**src/utf8_to_utf16le_decoder_defines.svh**
```systemverilog
// Assertion macros for the UTF-8 to UTF-16LE decoder.
// Used by the queue and back-end modules; no dependencies.
// The clock clk_i and the reset rst_ni are taken from the module that uses them.
`ifndef UTF8_TO_UTF16LE_DECODER_DEFINES_SVH
`define UTF8_TO_UTF16LE_DECODER_DEFINES_SVH

// Check that cond holds at every clock edge out of reset.
`define U8D_ASSERT_HOLD(lbl, cond) \
  lbl: assert property (@(posedge clk_i) disable iff (!rst_ni) (cond)) \
    else $error("u8d assertion failed");

// Check that cons holds in the cycle where ante holds.
`define U8D_ASSERT_IMPL(lbl, ante, cons) \
  lbl: assert property (@(posedge clk_i) disable iff (!rst_ni) (ante) |-> (cons)) \
    else $error("u8d assertion failed");

`endif

```
**src/u8d_pkg.sv**
```systemverilog
`timescale 1ns / 1ps
// Shared types and constants for the UTF-8 to UTF-16LE decoder.
// No dependencies.
package u8d_pkg;

  typedef enum logic [1:0] {
    KindUnit  = 2'd0,
    KindEnd   = 2'd1,
    KindError = 2'd2
  } kind_e;

  // Byte ranges of UTF-8 lead and follow bytes.
  localparam logic [7:0] ContMin      = 8'h80;
  localparam logic [7:0] TwoLeadMin   = 8'hC0;
  localparam logic [7:0] ThreeLeadMin = 8'hE0;
  localparam logic [7:0] FourLeadMin  = 8'hF0;

  // One queued entry: an optional code unit followed by an optional marker.
  typedef struct packed {
    logic [15:0] code_unit;
    logic        has_unit;
    logic        has_mark;
    kind_e       mark_kind;
    logic        mark_eos;
  } entry_t;

endpackage

```
**src/u8d_byte_if.sv**
```systemverilog
`timescale 1ns / 1ps
// Input channel of the decoder: one UTF-8 byte per word.
// No dependencies.
interface u8d_byte_if;
  logic       valid;
  logic       ready;
  logic [7:0] byte_in;
  logic       last_byte;

  modport source (output valid, output byte_in, output last_byte, input ready);
  modport sink (input valid, input byte_in, input last_byte, output ready);
endinterface

```
**src/u8d_unit_if.sv**
```systemverilog
`timescale 1ns / 1ps
// Output channel of the decoder: one code unit or marker per word.
// No dependencies.
interface u8d_unit_if;
  logic        valid;
  logic        ready;
  logic [15:0] code_unit;
  logic [1:0]  kind;
  logic        end_of_string;

  modport source (output valid, output code_unit, output kind, output end_of_string,
                  input ready);
  modport sink (input valid, input code_unit, input kind, input end_of_string,
                output ready);
endinterface

```
**src/u8d_front.sv**
```systemverilog
`timescale 1ns / 1ps
// Front end: accepts UTF-8 bytes, tracks the sequence state, builds queue entries.
// Depends on u8d_pkg and u8d_byte_if.
module u8d_front (
  input  logic             clk_i,
  input  logic             rst_ni,
  u8d_byte_if.sink         in_byte_i,
  input  logic             q_full_i,
  output logic             push_o,
  output u8d_pkg::entry_t  entry_o
);
  import u8d_pkg::*;

  logic [15:0] partial_q, partial_d;
  logic [1:0]  owed_q, owed_d;
  logic        halted_q, halted_d;
  logic        accept;

  always_comb begin
    logic [7:0]  b;
    logic        last;
    logic        bad;
    logic [15:0] merged;
    b         = in_byte_i.byte_in;
    last      = in_byte_i.last_byte;
    bad       = 1'b0;
    merged    = partial_q;
    partial_d = partial_q;
    owed_d    = owed_q;
    halted_d  = halted_q;
    entry_o   = '{code_unit: 16'h0000, has_unit: 1'b0, has_mark: 1'b0,
                  mark_kind: KindEnd, mark_eos: 1'b0};

    if (halted_q) begin
      // Skip bytes until the last one, which closes with an error marker.
      if (last) begin
        entry_o.has_mark  = 1'b1;
        entry_o.mark_kind = KindError;
        entry_o.mark_eos  = 1'b1;
        partial_d         = '0;
        owed_d            = '0;
        halted_d          = 1'b0;
      end
    end else begin
      if (owed_q == 2'd0) begin
        if (b < ContMin) begin
          entry_o.has_unit  = 1'b1;
          entry_o.code_unit = {8'h00, b};
        end else if (b < TwoLeadMin) begin
          bad = 1'b1;
        end else if (b < ThreeLeadMin) begin
          partial_d = {5'b0_0000, b[4:0], 6'b00_0000};
          owed_d    = 2'd1;
        end else if (b < FourLeadMin) begin
          partial_d = {b[3:0], 12'h000};
          owed_d    = 2'd2;
        end else begin
          bad = 1'b1;
        end
      end else if (b[7:6] != 2'b10) begin
        bad = 1'b1;
      end else begin
        if (owed_q == 2'd2) merged = partial_q | {4'h0, b[5:0], 6'b00_0000};
        else                merged = partial_q | {10'b00_0000_0000, b[5:0]};
        owed_d    = owed_q - 2'd1;
        partial_d = merged;
        if (owed_d == 2'd0) begin
          entry_o.has_unit  = 1'b1;
          entry_o.code_unit = merged;
          partial_d         = '0;
        end
      end

      // A string that ends inside a sequence is cut short.
      if (!bad && last && owed_d != 2'd0) bad = 1'b1;

      if (bad) begin
        entry_o.has_unit  = 1'b0;
        entry_o.has_mark  = 1'b1;
        entry_o.mark_kind = KindError;
        entry_o.mark_eos  = last;
        partial_d         = '0;
        owed_d            = '0;
        halted_d          = !last;
      end else if (last) begin
        entry_o.has_mark  = 1'b1;
        entry_o.mark_kind = KindEnd;
        entry_o.mark_eos  = 1'b1;
        partial_d         = '0;
        owed_d            = '0;
        halted_d          = 1'b0;
      end
    end
  end

  assign in_byte_i.ready = !q_full_i;
  assign accept          = in_byte_i.valid && !q_full_i;
  assign push_o          = accept && (entry_o.has_unit || entry_o.has_mark);

  always_ff @(posedge clk_i or negedge rst_ni) begin
    if (!rst_ni) begin
      partial_q <= '0;
      owed_q    <= '0;
      halted_q  <= 1'b0;
    end else if (accept) begin
      partial_q <= partial_d;
      owed_q    <= owed_d;
      halted_q  <= halted_d;
    end
  end

endmodule

```
**src/u8d_queue.sv**
```systemverilog
`timescale 1ns / 1ps
// Short entry queue between the front end and the back end.
// Depends on u8d_pkg and utf8_to_utf16le_decoder_defines.svh.
`include "utf8_to_utf16le_decoder_defines.svh"
module u8d_queue #(
  parameter int unsigned Depth = 4
) (
  input  logic             clk_i,
  input  logic             rst_ni,
  input  logic             push_i,
  input  u8d_pkg::entry_t  entry_i,
  output logic             full_o,
  input  logic             pop_i,
  output u8d_pkg::entry_t  entry_o,
  output logic             empty_o
);
  import u8d_pkg::*;

  localparam int unsigned PtrW = $clog2(Depth);
  localparam int unsigned CntW = $clog2(Depth + 1);

  entry_t            slot_q [Depth];
  logic [PtrW-1:0]   wr_ptr_q, rd_ptr_q;
  logic [CntW-1:0]   count_q;

  function automatic logic [PtrW-1:0] advance(input logic [PtrW-1:0] ptr);
    return (ptr == PtrW'(Depth - 1)) ? '0 : ptr + 1'b1;
  endfunction

  assign full_o  = (count_q == CntW'(Depth));
  assign empty_o = (count_q == '0);
  assign entry_o = slot_q[rd_ptr_q];

  always_ff @(posedge clk_i) begin
    if (push_i) slot_q[wr_ptr_q] <= entry_i;
  end

  always_ff @(posedge clk_i or negedge rst_ni) begin
    if (!rst_ni) begin
      wr_ptr_q <= '0;
      rd_ptr_q <= '0;
      count_q  <= '0;
    end else begin
      if (push_i) wr_ptr_q <= advance(wr_ptr_q);
      if (pop_i)  rd_ptr_q <= advance(rd_ptr_q);
      if (push_i && !pop_i)      count_q <= count_q + 1'b1;
      else if (!push_i && pop_i) count_q <= count_q - 1'b1;
    end
  end

  `U8D_ASSERT_HOLD(a_count_bound, count_q <= CntW'(Depth))
  `U8D_ASSERT_IMPL(a_no_pop_empty, pop_i, !empty_o)
  `U8D_ASSERT_IMPL(a_no_push_full, push_i, !full_o)

endmodule

```
**src/u8d_back.sv**
```systemverilog
`timescale 1ns / 1ps
// Back end: drains queue entries into the registered output, one word per cycle while the receiver is ready.
// Depends on u8d_pkg, u8d_unit_if and utf8_to_utf16le_decoder_defines.svh.
`include "utf8_to_utf16le_decoder_defines.svh"
module u8d_back (
  input  logic             clk_i,
  input  logic             rst_ni,
  input  u8d_pkg::entry_t  entry_i,
  input  logic             empty_i,
  output logic             pop_o,
  u8d_unit_if.source       out_unit_o
);
  import u8d_pkg::*;

  logic        out_valid_q;
  logic        unit_sent_q;
  logic [15:0] code_q;
  kind_e       kind_q;
  logic        eos_q;
  logic        load;
  logic        emit_unit;

  // Send the unit first; hold the entry if a marker still follows it.
  assign load      = !empty_i && (!out_valid_q || out_unit_o.ready);
  assign emit_unit = entry_i.has_unit && !unit_sent_q;
  assign pop_o     = load && (!emit_unit || !entry_i.has_mark);

  always_ff @(posedge clk_i or negedge rst_ni) begin
    if (!rst_ni) begin
      out_valid_q <= 1'b0;
      unit_sent_q <= 1'b0;
    end else if (load) begin
      out_valid_q <= 1'b1;
      unit_sent_q <= emit_unit && entry_i.has_mark;
    end else if (out_unit_o.ready) begin
      out_valid_q <= 1'b0;
    end
  end

  always_ff @(posedge clk_i) begin
    if (load) begin
      code_q <= emit_unit ? entry_i.code_unit : 16'h0000;
      kind_q <= emit_unit ? KindUnit : entry_i.mark_kind;
      eos_q  <= emit_unit ? 1'b0 : entry_i.mark_eos;
    end
  end

  assign out_unit_o.valid         = out_valid_q;
  assign out_unit_o.code_unit     = code_q;
  assign out_unit_o.kind          = kind_q;
  assign out_unit_o.end_of_string = eos_q;

  `U8D_ASSERT_IMPL(a_unit_not_eos, out_valid_q && kind_q == KindUnit, !eos_q)
  `U8D_ASSERT_IMPL(a_mark_zero, out_valid_q && kind_q != KindUnit, code_q == 16'h0000)
  `U8D_ASSERT_IMPL(a_held_entry, unit_sent_q, !empty_i && entry_i.has_mark)

endmodule

```
**src/utf8_to_utf16le_decoder.sv**
```systemverilog
`timescale 1ns / 1ps
// Top level of the UTF-8 to UTF-16LE stream decoder.
// Depends on u8d_pkg, u8d_byte_if, u8d_unit_if, u8d_front, u8d_queue, u8d_back.
//
//   Channel      Dir  Word                                  Handshake
//   in_byte_i    in   byte_in[7:0], last_byte                valid/ready
//   out_unit_o   out  code_unit[15:0], kind[1:0], end_of_string   valid/ready
//
// Cycles: one byte accepted per cycle while the queue is not full; the front end updates the sequence
//   state in the same cycle as it accepts the byte.
// A byte that yields a unit and the end marker gives two output words; the
//   output register sets the sustained result rate of one word/cycle when ready.
// The accepting edge writes the byte's entry into the queue; the back end then
//   loads the output register from the queue once the output is free.
// Reset clears the sequence state, the queue pointers and the output valid.
// Stalls: the queue absorbs output stalls; input ready drops only when it fills.
module utf8_to_utf16le_decoder #(
  parameter int unsigned QueueDepth = 4
) (
  input  logic        clk_i,
  input  logic        rst_ni,
  u8d_byte_if.sink    in_byte_i,
  u8d_unit_if.source  out_unit_o
);
  import u8d_pkg::*;

  // Front end to queue.
  logic   push;
  entry_t push_entry;
  logic   q_full;

  // Queue to back end.
  entry_t head_entry;
  logic   q_empty;
  logic   pop;

  // Classify each byte and advance the partial unit / owed count.
  u8d_front u_front (
    .clk_i     (clk_i),
    .rst_ni    (rst_ni),
    .in_byte_i (in_byte_i),
    .q_full_i  (q_full),
    .push_o    (push),
    .entry_o   (push_entry)
  );

  // Decouple the two sides so either may stall on its own.
  u8d_queue #(
    .Depth (QueueDepth)
  ) u_queue (
    .clk_i   (clk_i),
    .rst_ni  (rst_ni),
    .push_i  (push),
    .entry_i (push_entry),
    .full_o  (q_full),
    .pop_i   (pop),
    .entry_o (head_entry),
    .empty_o (q_empty)
  );

  // Expand each entry into one or two output words.
  u8d_back u_back (
    .clk_i      (clk_i),
    .rst_ni     (rst_ni),
    .entry_i    (head_entry),
    .empty_i    (q_empty),
    .pop_o      (pop),
    .out_unit_o (out_unit_o)
  );

endmodule

```
**src/flat_wrapper.sv**
```systemverilog
// flat-port wrapper written by rule: the top's interface ports become plain ports
module utf8_to_utf16le_decoder_flat import u8d_pkg::*;
#(
  parameter int unsigned QueueDepth = 4
)
  (clk_i, rst_ni, in_byte_i_valid, in_byte_i_byte_in, in_byte_i_last_byte, in_byte_i_ready, out_unit_o_valid, out_unit_o_code_unit, out_unit_o_kind, out_unit_o_end_of_string, out_unit_o_ready);
  u8d_byte_if in_byte_i_i ();
  u8d_unit_if out_unit_o_i ();
  input  logic clk_i;
  input  logic rst_ni;
  input wire logic [$bits(in_byte_i_i.valid)-1:0] in_byte_i_valid;
  input wire logic [$bits(in_byte_i_i.byte_in)-1:0] in_byte_i_byte_in;
  input wire logic [$bits(in_byte_i_i.last_byte)-1:0] in_byte_i_last_byte;
  output wire logic [$bits(in_byte_i_i.ready)-1:0] in_byte_i_ready;
  output wire logic [$bits(out_unit_o_i.valid)-1:0] out_unit_o_valid;
  output wire logic [$bits(out_unit_o_i.code_unit)-1:0] out_unit_o_code_unit;
  output wire logic [$bits(out_unit_o_i.kind)-1:0] out_unit_o_kind;
  output wire logic [$bits(out_unit_o_i.end_of_string)-1:0] out_unit_o_end_of_string;
  input wire logic [$bits(out_unit_o_i.ready)-1:0] out_unit_o_ready;
  assign in_byte_i_i.valid = in_byte_i_valid;
  assign in_byte_i_i.byte_in = in_byte_i_byte_in;
  assign in_byte_i_i.last_byte = in_byte_i_last_byte;
  assign in_byte_i_ready = in_byte_i_i.ready;
  assign out_unit_o_valid = out_unit_o_i.valid;
  assign out_unit_o_code_unit = out_unit_o_i.code_unit;
  assign out_unit_o_kind = out_unit_o_i.kind;
  assign out_unit_o_end_of_string = out_unit_o_i.end_of_string;
  assign out_unit_o_i.ready = out_unit_o_ready;
  utf8_to_utf16le_decoder #(.QueueDepth(QueueDepth)) u_core (.clk_i(clk_i), .rst_ni(rst_ni), .in_byte_i(in_byte_i_i), .out_unit_o(out_unit_o_i));
endmodule
```
**config.mk**
```make
export PLATFORM = sky130hd
export DESIGN_NAME = utf8_to_utf16le_decoder_flat
export DESIGN_NICKNAME = d
export VERILOG_FILES = /design/src/u8d_pkg.sv /design/src/u8d_byte_if.sv /design/src/u8d_unit_if.sv /design/src/u8d_front.sv /design/src/u8d_queue.sv /design/src/u8d_back.sv /design/src/utf8_to_utf16le_decoder.sv /design/src/flat_wrapper.sv
export VERILOG_INCLUDE_DIRS = /design/src /design/src/src
export SDC_FILE = /design/constraint.sdc
export NUM_CORES = 1
export LEC_CHECK = 0
export BUFFER_PORTS_ARGS = -buffer_cell sky130_fd_sc_hd__buf_2
export CORE_UTILIZATION = 45
export CTS_BUF_LIST = sky130_fd_sc_hd__clkbuf_8
export CTS_CLUSTER_DIAMETER = 200
export CTS_CLUSTER_SIZE = 8
export DETAILED_ROUTE_END_ITERATION = 7
export GPL_TIMING_DRIVEN = 1
export PLACE_DENSITY = 0.59
export SLEW_MARGIN = 0
export SYNTH_ARGS = -nofsm -noshare
export SYNTH_HDL_FRONTEND = slang
export SYNTH_HIERARCHICAL = 1
export SYNTH_SLANG_ARGS = --single-unit
```
**constraint.sdc**
```tcl
create_clock -name clk_i -period 3.6 [get_ports clk_i]
set_input_delay 1.08 -clock clk_i [delete_from_list [all_inputs] [get_ports clk_i]]
set_output_delay 1.08 -clock clk_i [all_outputs]
set_load 0.1 [all_outputs]
```
[Word level (Yosys, flattened, before mapping)]
Memories as Yosys holds them, arrays and structs flattened.
Index checks and enable logic that the tools add are counted.
W data, S select, Z words.
Word-level totals
  bits in registers: 47
  RAM bits: 84
  input port bits: 13
  memories kept: 1
Cells by class
  $add $sub $neg: 5
  $lt $le $gt $ge: 4
  equal/unequal tests: 10
  mux-type cells: 53
  bitwise operators: 2
  reduce and logical (&&, ||, !) cells: 31
Memories
  u_core.u_queue.slot_q: depth 4, width 21, read ports 1, clocked after Yosys merged registers in 0, write ports 1, RTL line u8d_queue.sv:22  | entry_t slot_q [Depth];
Operator list (number)
  $mux W16: 12
  $mux W17: 4
  $lt A8 B8 Y1 const B: 4
  $mux W2: 13
  $mux W1: 17
  $mux W4: 4
  $or A16 B12 Y16: 1
  $or A16 B6 Y16: 1
  $ne A4 B3 Y1 const B: 3
  $logic_and A1 B1 Y1: 10
  $logic_not A1 Y1: 10
  $mux W9: 1
  $eq A2 B2 Y1 const B: 3
  $mux W3: 2
  $reduce_and A6 Y1: 1
  $reduce_bool A2 Y1: 3
  $ne A5 B2 Y1 const B: 1
  $add A2 B1 Y2 const B: 2
  $logic_not A2 Y1: 2
  $ne A2 B2 Y1 const B: 2
  $add A3 B1 Y3 const B: 1
  $eq A3 B3 Y1 const B: 1
  $logic_not A3 Y1: 1
  $logic_or A1 B1 Y1: 3
  other kinds (3): 3

[Depth between registers and ports, before layout]
Gate-level depths: netlist of run 1.
  word-level depth: 20
  depth in mapped cells: 13

[Cells and area by module]
The synthesis of run 1 kept the hierarchy.
Modules (own cells, without submodules)
  u8d_queue: instances 1, cells each 146, area an instance 3479.6 um^2, sequential area each 2697.6 um^2
  u8d_front: instances 1, cells each 146, area an instance 1298.7 um^2, sequential area each 475.5 um^2
  u8d_back: instances 1, cells each 50, area an instance 858.3 um^2, sequential area each 620.6 um^2

[Worst setup path after synthesis of run 1]
OpenSTA, ideal clock, no wires.
  kind: in2reg
  from: in in_byte_i_byte_in[5]
  to: reg u_core.u_queue.count_q[2]
  library setup time: 0.079 ns
  arrival: 3.120 ns
  data required time: 3.521 ns
  setup slack: 0.401 ns
  cell stages on the path: 10
  buffers on the path: 1
  path through: clkbuf_1 a21boi_0 a2bb2oi_2 a41oi_1 ha_1 inv_1 fa_1 xor2_1 nor2_1 xor2_1
On the way
  cells in the longest elaborated chain, start to end: 19
RTL lines
  start, declared: RTL line flat_wrapper.sv:12  | input wire logic [$bits(in_byte_i_i.byte_in)-1:0] in_byte_i_byte_in;
  $lt A8 B8 Y1: RTL line u8d_front.sv:54  | end else if (b < FourLeadMin) begin
  $mux W1: RTL line u8d_front.sv:54
  $mux W1: RTL line u8d_front.sv:51  | end else if (b < ThreeLeadMin) begin
  $mux W1: RTL line u8d_front.sv:49  | end else if (b < TwoLeadMin) begin
  $mux W1: RTL line u8d_front.sv:46  | if (b < ContMin) begin
  $mux W1: RTL line u8d_front.sv:45  | if (owed_q == 2'd0) begin
  $mux W1: RTL line u8d_front.sv:34  | if (halted_q) begin
  $logic_not A1 Y1: RTL line u8d_front.sv:75  | if (!bad && last && owed_d != 2'd0) bad = 1'b1;
  (+4 left out)
  $mux W1 / $mux W4 (equally long branches): RTL line u8d_front.sv:77  | if (bad) begin
  $mux W17 / $mux W4 (equally long branches): RTL line u8d_front.sv:34
  $logic_or A1 B1 Y1 *: RTL line u8d_front.sv:98  | assign push_o = accept && (entry_o.has_unit || entry_o.has_mark);
  $logic_and A1 B1 Y1 *: RTL line u8d_front.sv:98
  net u_core.push: RTL line utf8_to_utf16le_decoder.sv:28  | logic push;
  $logic_not A1 Y1: RTL line u8d_queue.sv:47  | else if (!push_i && pop_i) count_q <= count_q - 1'b1;
  $logic_and A1 B1 Y1: RTL line u8d_queue.sv:47
  $reduce_bool A2 Y1 (no line)
  end signal, assigned: RTL line u8d_queue.sv:46  | if (push_i && !pop_i) count_q <= count_q + 1'b1;
  end signal, assigned: RTL line u8d_queue.sv:47
  end, declared: RTL line u8d_queue.sv:24  | logic [CntW-1:0] count_q;
Mark *: on every way through the listed nets, which the timed path passes. The rest lies on a longest branch. The select of a mux whose other input is x is not followed.
A chain may end at the register's enable or synchronous reset.

[Worst setup path in the final report of run 1]
  from: reg u_core.u_front.owed_q[0]
  to: reg u_core.u_queue.count_q[2]
On the way
  cells in the longest elaborated chain, start to end: 17
RTL lines
  start, declared: RTL line u8d_front.sv:15  | logic [1:0] owed_q, owed_d;
  start signal, assigned: RTL line u8d_front.sv:107  | owed_q <= owed_d;
  $mux W2: RTL line u8d_front.sv:54
  $mux W2: RTL line u8d_front.sv:51
  $mux W2: RTL line u8d_front.sv:49
  $mux W2: RTL line u8d_front.sv:46
  $mux W2: RTL line u8d_front.sv:45
  $mux W2: RTL line u8d_front.sv:34
  $reduce_bool A2 Y1: RTL line u8d_front.sv:75
  $logic_and A1 B1 Y1: RTL line u8d_front.sv:75
  (+2 left out)
  $mux W1 / $mux W4 (equally long branches): RTL line u8d_front.sv:77
  $mux W17 / $mux W4 (equally long branches): RTL line u8d_front.sv:34
  $logic_or A1 B1 Y1 *: RTL line u8d_front.sv:98
  $logic_and A1 B1 Y1 *: RTL line u8d_front.sv:98
  net u_core.push: RTL line utf8_to_utf16le_decoder.sv:28
  $logic_not A1 Y1: RTL line u8d_queue.sv:47
  $logic_and A1 B1 Y1: RTL line u8d_queue.sv:47
  $reduce_bool A2 Y1 (no line)
Marked as above.

==> results of run 1 <==
-- logic make-up after synthesis --
kind of cell,synth area share
muxes,0.0966
adders and majority gates,0.0235
buffers and inverters,0.0348
AOI/OAI and AO/OA,0.0786
and+or+nand+nor,0.0888
DFF,0.673
xor gates and xnor gates,0.00466
-- state kept, by name, summed over array words and instances (netlist names) --
name and cells:
u_core/u_back/out_unit_o.code_unit 16, u_core/u_back/out_unit_o.end_of_string 1, u_core/u_back/out_unit_o.kind 2, u_core/u_back/out_unit_o.valid 1
u_core/u_back/unit_sent_q 1, u_core/u_front/halted_q 1, u_core/u_front/owed_q 2, u_core/u_front/partial_q 16
u_core/u_queue/count_q 3, u_core/u_queue/rd_ptr_q 2, u_core/u_queue/slot_q 84, u_core/u_queue/wr_ptr_q 2
-- synth_stat cells (3+ instances only) --
cell | instances | area share
a32o_1 | 6 | 0.011
inv_1 | 12 | 0.0080
and2_1 | 14 | 0.016
nor3_1 | 4 | 0.0036
nor3b_1 | 3 | 0.0040
dfrtp_1 | 28 | 0.12
mux2_2 | 4 | 0.0080
buf_2 | 8 | 0.0071
a22oi_1 | 6 | 0.0080
mux4_2 | 18 | 0.072
mux4_1 | 3 | 0.014
buf_6 | 3 | 0.0060
ha_1 | 9 | 0.020
o21ai_0 | 7 | 0.0062
nand2_1 | 5 | 0.0033
nor2_1 | 25 | 0.017
nand2b_1 | 3 | 0.0033
a21oi_1 | 9 | 0.0080
a41oi_1 | 8 | 0.012
nor2b_1 | 4 | 0.0044
a22o_1 | 4 | 0.0062
edfxtp_1 | 103 | 0.55
and2_4 | 11 | 0.017
-- routing by layer --
metal | up-vias | global-route usage
li1 | 1414 | -
met1 | 1560 | 0.239
met2 | 78 | 0.266
met3 | 11 | 0.0484
met5 | - | 0
met4 | 0 | 0.0701
-- path summary, 6_finish.rpt --
check	startpoint	end	slack, ns	depth (start not counted)
worst min-delay path	u_core/u_queue/count_q[2]$_DFFE_PN0P_	u_core/u_queue/count_q[2]$_DFFE_PN0P_	0.49	1
worst max register to register	u_core/u_front/owed_q[0]$_DFFE_PN0P_	u_core/u_queue/count_q[2]$_DFFE_PN0P_	0.73	10
worst max-delay path	u_core/u_front/owed_q[0]$_DFFE_PN0P_	u_core/u_queue/count_q[2]$_DFFE_PN0P_	0.73	10
worst min register to register	u_core/u_queue/count_q[2]$_DFFE_PN0P_	u_core/u_queue/count_q[2]$_DFFE_PN0P_	0.49	1
max in group asynchronous	rst_ni	u_core/u_front/partial_q[3]$_DFFE_PN0P_	2.49	1
min in group asynchronous	rst_ni	u_core/u_queue/wr_ptr_q[0]$_DFFE_PN0P_	0.67	1
-- power by group through the flow --
| stage | Sequential (mW) | Combinational (mW) | Clock [mW] |
|---|---|---|---|
| 2_1_floorplan | 3.02 | 1.22 | 0 |
| 3_3_place_gp | 2.27 | 2.29 | 0 |
| 3_5_place_dp | 2.28 | 2.31 | 0 |
| 4_1_cts | 2.25 | 2.32 | 1.31 |
| 5_1_grt | 2.28 | 2.46 | 1.37 |
| 6_report | 2.25 | 2.29 | 1.28 |
-- critical path, stage by stage, from the launching register on --
cell and delay, ns:
dfrtp_1 0.47, inv_1 0.15, ha_1 0.48, or2b_1 0.33
a41oi_1 0.30, ha_1 0.23, inv_1 0.06, fa_1 0.37
xor2_1 0.15, nor2_1 0.11, xor2_1 0.15
-- per-stage QoR --
| stage | util | cell area [um^2] | total power, mW |
|---|---|---|---|
| after detailed placement | 0.490 | 5940 | 4.59 |
| after global routing | 0.524 | 6350 | 6.11 |
| after CTS | 0.524 | 6350 | 5.88 |
| final | 0.524 | 6350 | 5.82 |
| after global placement | 0.490 | 5940 | 4.56 |
| after floorplan | - | 5640 | 4.24 |
-- area by class of cell --
| cell class | count | area share |
|---|---|---|
| Tap cell | 168 | 0.0331 |
| Clock inverter | 15 | 0.0272 |
| Sequential cell | 131 | 0.598 |
| Timing Repair Buffer | 43 | 0.0379 |
| Clock buffer | 17 | 0.0369 |
| Multi-Input combinational cell | 180 | 0.259 |
| Inverter | 13 | 0.00769 |
==> metrics.txt, run 1 <==
outcome=complete, no violations; register area share after synthesis=0.673; final hold violations=0; Metal-1 WL=4720 um; GRT overflow=0; top layer in use=met4; DR iter-0 viols=just under 200; Final min period=2.87 ns; met2 routed WL=5020 um; register area=3790 um^2; hold slack final=0.487 ns; FMAX=348 MHz; LEAKAGE=2.37 nW; MaxCap Viol Count=0; crit path max fanout=15; RSZ-0062 raised after global routing=false; HPWL after detailed placement=6410 um; num rows=40; number of enable flip-flop cells after synthesis=103; final antenna-violating net count=0; fraction of layout cells with a size suffix above 1=0.281; part of the power in combinational logic=0.394; clk_lat worst skew=0.43 ns; DR DRC count=0; CTS Buffer Depth=2; DR vias/cell=5.40; Clock Power Share=0.220; final setup margin=0.727 ns; initial antenna violation count=0; Psw=2.26 mW; die area=13000 um^2; fin nets=409; final wirelength=10300 um; slew of the pin with the lowest slew margin=0.792 ns; Max VDD drop=0.000340 V; H-tree Lvls=4; Critical Path End Type=flop; register share of total power=0.387; leading cell type in the layout, fill and taps excluded=edfxtp_1; total negative setup slack=0 ns; fin crit share=0.798; pwr dens=917 nW/um^2; Placed Cells=535; Fillers=1030; first-pass GRT wire length=roughly 16000 um; Met3 Routed Length=between 400 and 500 um; clock root buffer=clkbuf_8; fin cells=approximately 570; commonest non-fill, non-tap cells in the layout=edfxtp_1 (103), buf_2 (33), dfrtp_1 (28), nor2_1 (25), mux4_2 (18); Slew Limit Fails=0; Max-slew headroom=0.468; Seq cells post-synth=131; Avg WL per Cell=18.2 um; Crit Path Category=reg2reg; unique cell type count in the Yosys netlist=59; vias in the first global route=2943; Initial DRT Pass Iterations=6; via count=between 3000 and 4000; Avg Cell Area, Syn=16.5 um^2; crit start category=flop; Place WS=0.594 ns; Placer Congestion=between 0.8 and 0.9; Hold Buf Count CTS=0; worst path arrival time=about 3.2 ns; count of input and output buffers=33; Total GRT Usage=0.175; Core ar.=12100 um^2; min-delay worst type=reg2reg; Post-Syn Nets=365; Synth Warn #=6; num ports=34; required time worst endpoint=3.96 ns; Die Span Y=114 um; initial cell density of the core=0.465; main flop type after synthesis=edfxtp_1; multi-input logic area=1650 um^2; Post-synth ARST share=0.214; antenna cells=0; total internal power=3.56 mW; CTS clk-pin slew, worst paths=approximately 0.070 ns; area grow syn2layout=12.6%; # setup viols final=0; CTS tree=yes; post-CTS setup buffer count=0; Die W=114 um; Layout Skew=0.00559 ns; Post-Synthesis Cells=342; clk sink count=131; synthesized area=between 5000 and 6000 um^2; cts bufs inserted=17; Post-CTS Resized=0; pin count of the biggest net entering global routing=29; Net Sw Frac=0.388
No activity file was read; power rests on OpenSTA's default activity.
==> run 2: changes to the inputs <==
--- a/config.mk
+++ b/config.mk
@@ -6,6 +6,7 @@
 export SDC_FILE = /design/constraint.sdc
 export NUM_CORES = 1
 export LEC_CHECK = 0
+export ABC_AREA = 1
 export BUFFER_PORTS_ARGS = -buffer_cell sky130_fd_sc_hd__buf_2
 export CORE_UTILIZATION = 45
 export CTS_BUF_LIST = sky130_fd_sc_hd__clkbuf_8
@@ -13,7 +14,7 @@
 export CTS_CLUSTER_SIZE = 8
 export DETAILED_ROUTE_END_ITERATION = 7
 export GPL_TIMING_DRIVEN = 1
-export PLACE_DENSITY = 0.59
+export PLACE_DENSITY = 0.61
 export SLEW_MARGIN = 0
 export SYNTH_ARGS = -nofsm -noshare
 export SYNTH_HDL_FRONTEND = slang
==> constraint.sdc (replaced) <==
create_clock -name clk_i -period 2.6 [get_ports clk_i]
set_input_delay 0.78 -clock clk_i [delete_from_list [all_inputs] [get_ports clk_i]]
set_output_delay 0.78 -clock clk_i [all_outputs]
set_load 0.1 [all_outputs]
==> run 2 against run 1 <==
  * Combinational power up 92%
  * Clock skew increased by 0.0099 ns
  * Largest cell class unchanged
  * Synthesized area increased by 11%
  * Clock power up 15%
  * Fmax is 21% higher
==> metrics.txt, run 2 <==
num ports=34; clk_lat worst skew=0.44 ns; cts bufs inserted=17; commonest non-fill, non-tap cells in the layout=nand2_1 (128), inv_1 (110), edfxtp_1 (103), nor2_1 (56), buf_4 (38); fin crit share=0.916; cells along the critical path=inv_2, ha_4, inv_2, nand2_2, a21boi_4, nand3_1, nand2_2, nand2_4, a21oi_4, ha_4, inv_2, fa_2, inv_1, nand2_1, nand3_1, nand2_1, nand2_1; Crit Path Category=reg2reg; Compound-Gate Fraction of Synth Area=0.119; clock root buffer=clkbuf_8; LEAKAGE=3.21 nW; final hold violations=0; overall power=9.06 mW; cell depth of the worst flop-to-flop path=17; final antenna-violating net count=0; Place WS=-0.277 ns; fraction of layout cells with a size suffix above 1=0.244; hold slack final=between 0.3 and 0.4 ns; slowest stage delay, CP=0.39 ns; Seq cells post-synth=131; synthesized area=6250 um^2; Post-Syn Nets=615; Total GRT Usage=0.184; buffers plus inverters on the worst setup path=4; # setup viols final=0; fin cells=853; MaxCap Viol Count=0; slew of the pin with the lowest slew margin=around 0.89 ns; register area share after synthesis=0.607; Die W=120 um; crit start category=flop; CTS Buffer Depth=2; DR DRC count=0; first-pass GRT wire length=19900 um; Post-synth ARST share=0.214; Placer Congestion=0.866; Core ar.=13400 um^2; Max VDD drop=between 0.0004 and 0.0005 V; area grow syn2layout=15.9%; GRT overflow=0; CTS clk-pin slew, worst paths=0.07 ns; FMAX=420 MHz; leading cell type in the layout, fill and taps excluded=nand2_1; Fillers=1191; final wirelength=12100 um; Max-slew headroom=0.410; worst path arrival time=2.76 ns; pin count of the biggest net entering global routing=78; via count=4105; synth top area cells=edfxtp_1 (50%), dfrtp_1 (11%), nand2_1 (7.8%); total negative setup slack=0 ns; Post-Synthesis Cells=592; Final Instance Area=between 7000 and 8000 um^2; number of enable flip-flop cells after synthesis=~100; Die Span Y=120 um; count of input and output buffers=33; area share of the largest cell type after synthesis=0.495; min-delay worst type=in2async; mux share of post-synthesis cell area=0; antenna cells=0; Slew Limit Fails=0; final setup margin=about 0.22 ns; most frequent cells after synthesis=nand2_1 (129), inv_1 (116), edfxtp_1 (103); utilization after layout=0.540; main combinational cell family by area after synthesis=simple AND/OR/NAND/NOR gates; Final min period=around 2.4 ns; pwr dens=1250 nW/um^2; CP max stage cell=dfrtp_1; initial antenna violation count=0; main flop type after synthesis=edfxtp_1; num rows=42; outcome=complete, no violations; required time worst endpoint=2.98 ns; crit path max fanout=6; max FFs per register=84; Placement Cell Area=~7000 um^2; H-tree Lvls=4; Critical Path End Type=flop; initial cell density of the core=0.466; Avg WL per Cell=14.2 um; Initial DRT Pass Iterations=5; Avg Cell Area, Syn=between 10 and 15 um^2; post-synthesis adder-cell area fraction=0.0212; CTS tree=yes; count leader, synth=nand2_1; Synth Area in Simple Gates=0.151; die area=14400 um^2; DR iter-0 viols=approximately 240; Layout Skew=0.0155 ns; Synth Warn #=6; Placed Cells=817; WP depth=17; fin nets=around 690; DR vias/cell=4.81; HPWL after detailed placement=7920 um; most flop-heavy register=u_core/u_queue/slot_q; Yosys top cell by area=edfxtp_1; Synth Area in XOR/XNOR=0.00140; clk sink count=131; Largest delay share family, worst path=adder cells; unique cell type count in the Yosys netlist=35; RSZ-0062 raised after global routing=false; vias in the first global route=4013
==> run 2: cell type report <==
class	count	area, um^2	share of cell area
flip-flops and latches	131	3790	0.524
multi-input cells	319	1880	0.260
repair buffers	75	531	0.0733
inverters	120	478	0.0660
clock buffers	17	234	0.0323
well taps	176	220	0.0304
clock inverters	15	101	0.0140
==> run 2: timing repair <==
action	4_1_cts	5_1_grt
setup buffers	0	4
pin swaps	0	2
resized for setup	2	4
hold buffers	0	0
endpoints found under the setup margin	26	8
==> run 2: layer usage <==
layer / up-vias / track usage / wire, um
met4: 0 / 0.0695 / 88
met3: 6 / 0.0466 / 584
met1: 1920 / 0.239 / 5610
met2: 81 / 0.297 / 5790
li1: 2098 / - / -
met5: - / 0 / 0
==> run 2: worst reg2reg max path, cell delays in order (launching register included) <==
cell	delay (ns)
dfrtp_1	0.39
inv_2	0.10
ha_4	0.18
inv_2	0.07
nand2_2	0.07
a21boi_4	0.20
nand3_1	0.11
nand2_2	0.11
nand2_4	0.06
a21oi_4	0.16
ha_4	0.16
inv_2	0.04
fa_2	0.35
inv_1	0.06
nand2_1	0.07
nand3_1	0.09
nand2_1	0.05
nand2_1	0.05
==> run 2: power breakdown <==
group	total, mW	leakage (nW)	switching (mW)	internal (mW)
logic	4.40	1.70	3.19	1.21
registers	3.19	1.33	0.194	3.00
clock network	1.47	0.177	0.741	0.724
total	9.06	3.21	4.12	4.93
==> run 2: cells by family (layout without fill, tap and decap cells) <==
family	count (synthesis)	count (layout)
buffers and inverters	142	227
AO/OA/AOI/OAI	88	88
XOR/XNOR	1	1
flip-flops	131	131
adder cells (fa/ha/maj)	10	10
AND/OR/NAND/NOR	220	220
==> run 2: path summary, 6_finish.rpt <==
path | slack (ns) | from | endpoint
setup / recovery | 0.22 | u_core/u_front/owed_q[1]$_DFFE_PN0P_ | u_core/u_queue/count_q[2]$_DFFE_PN0P_
hold / removal | 0.38 | rst_ni | u_core/u_front/owed_q[1]$_DFFE_PN0P_
setup reg to reg | 0.22 | u_core/u_front/owed_q[1]$_DFFE_PN0P_ | u_core/u_queue/count_q[2]$_DFFE_PN0P_
hold reg to reg | 0.49 | u_core/u_front/partial_q[9]$_DFFE_PN0P_ | u_core/u_front/partial_q[9]$_DFFE_PN0P_
max in group asynchronous | 1.76 | rst_ni | u_core/u_front/partial_q[9]$_DFFE_PN0P_
min in group clk_i | 0.49 | u_core/u_front/partial_q[9]$_DFFE_PN0P_ | u_core/u_front/partial_q[9]$_DFFE_PN0P_
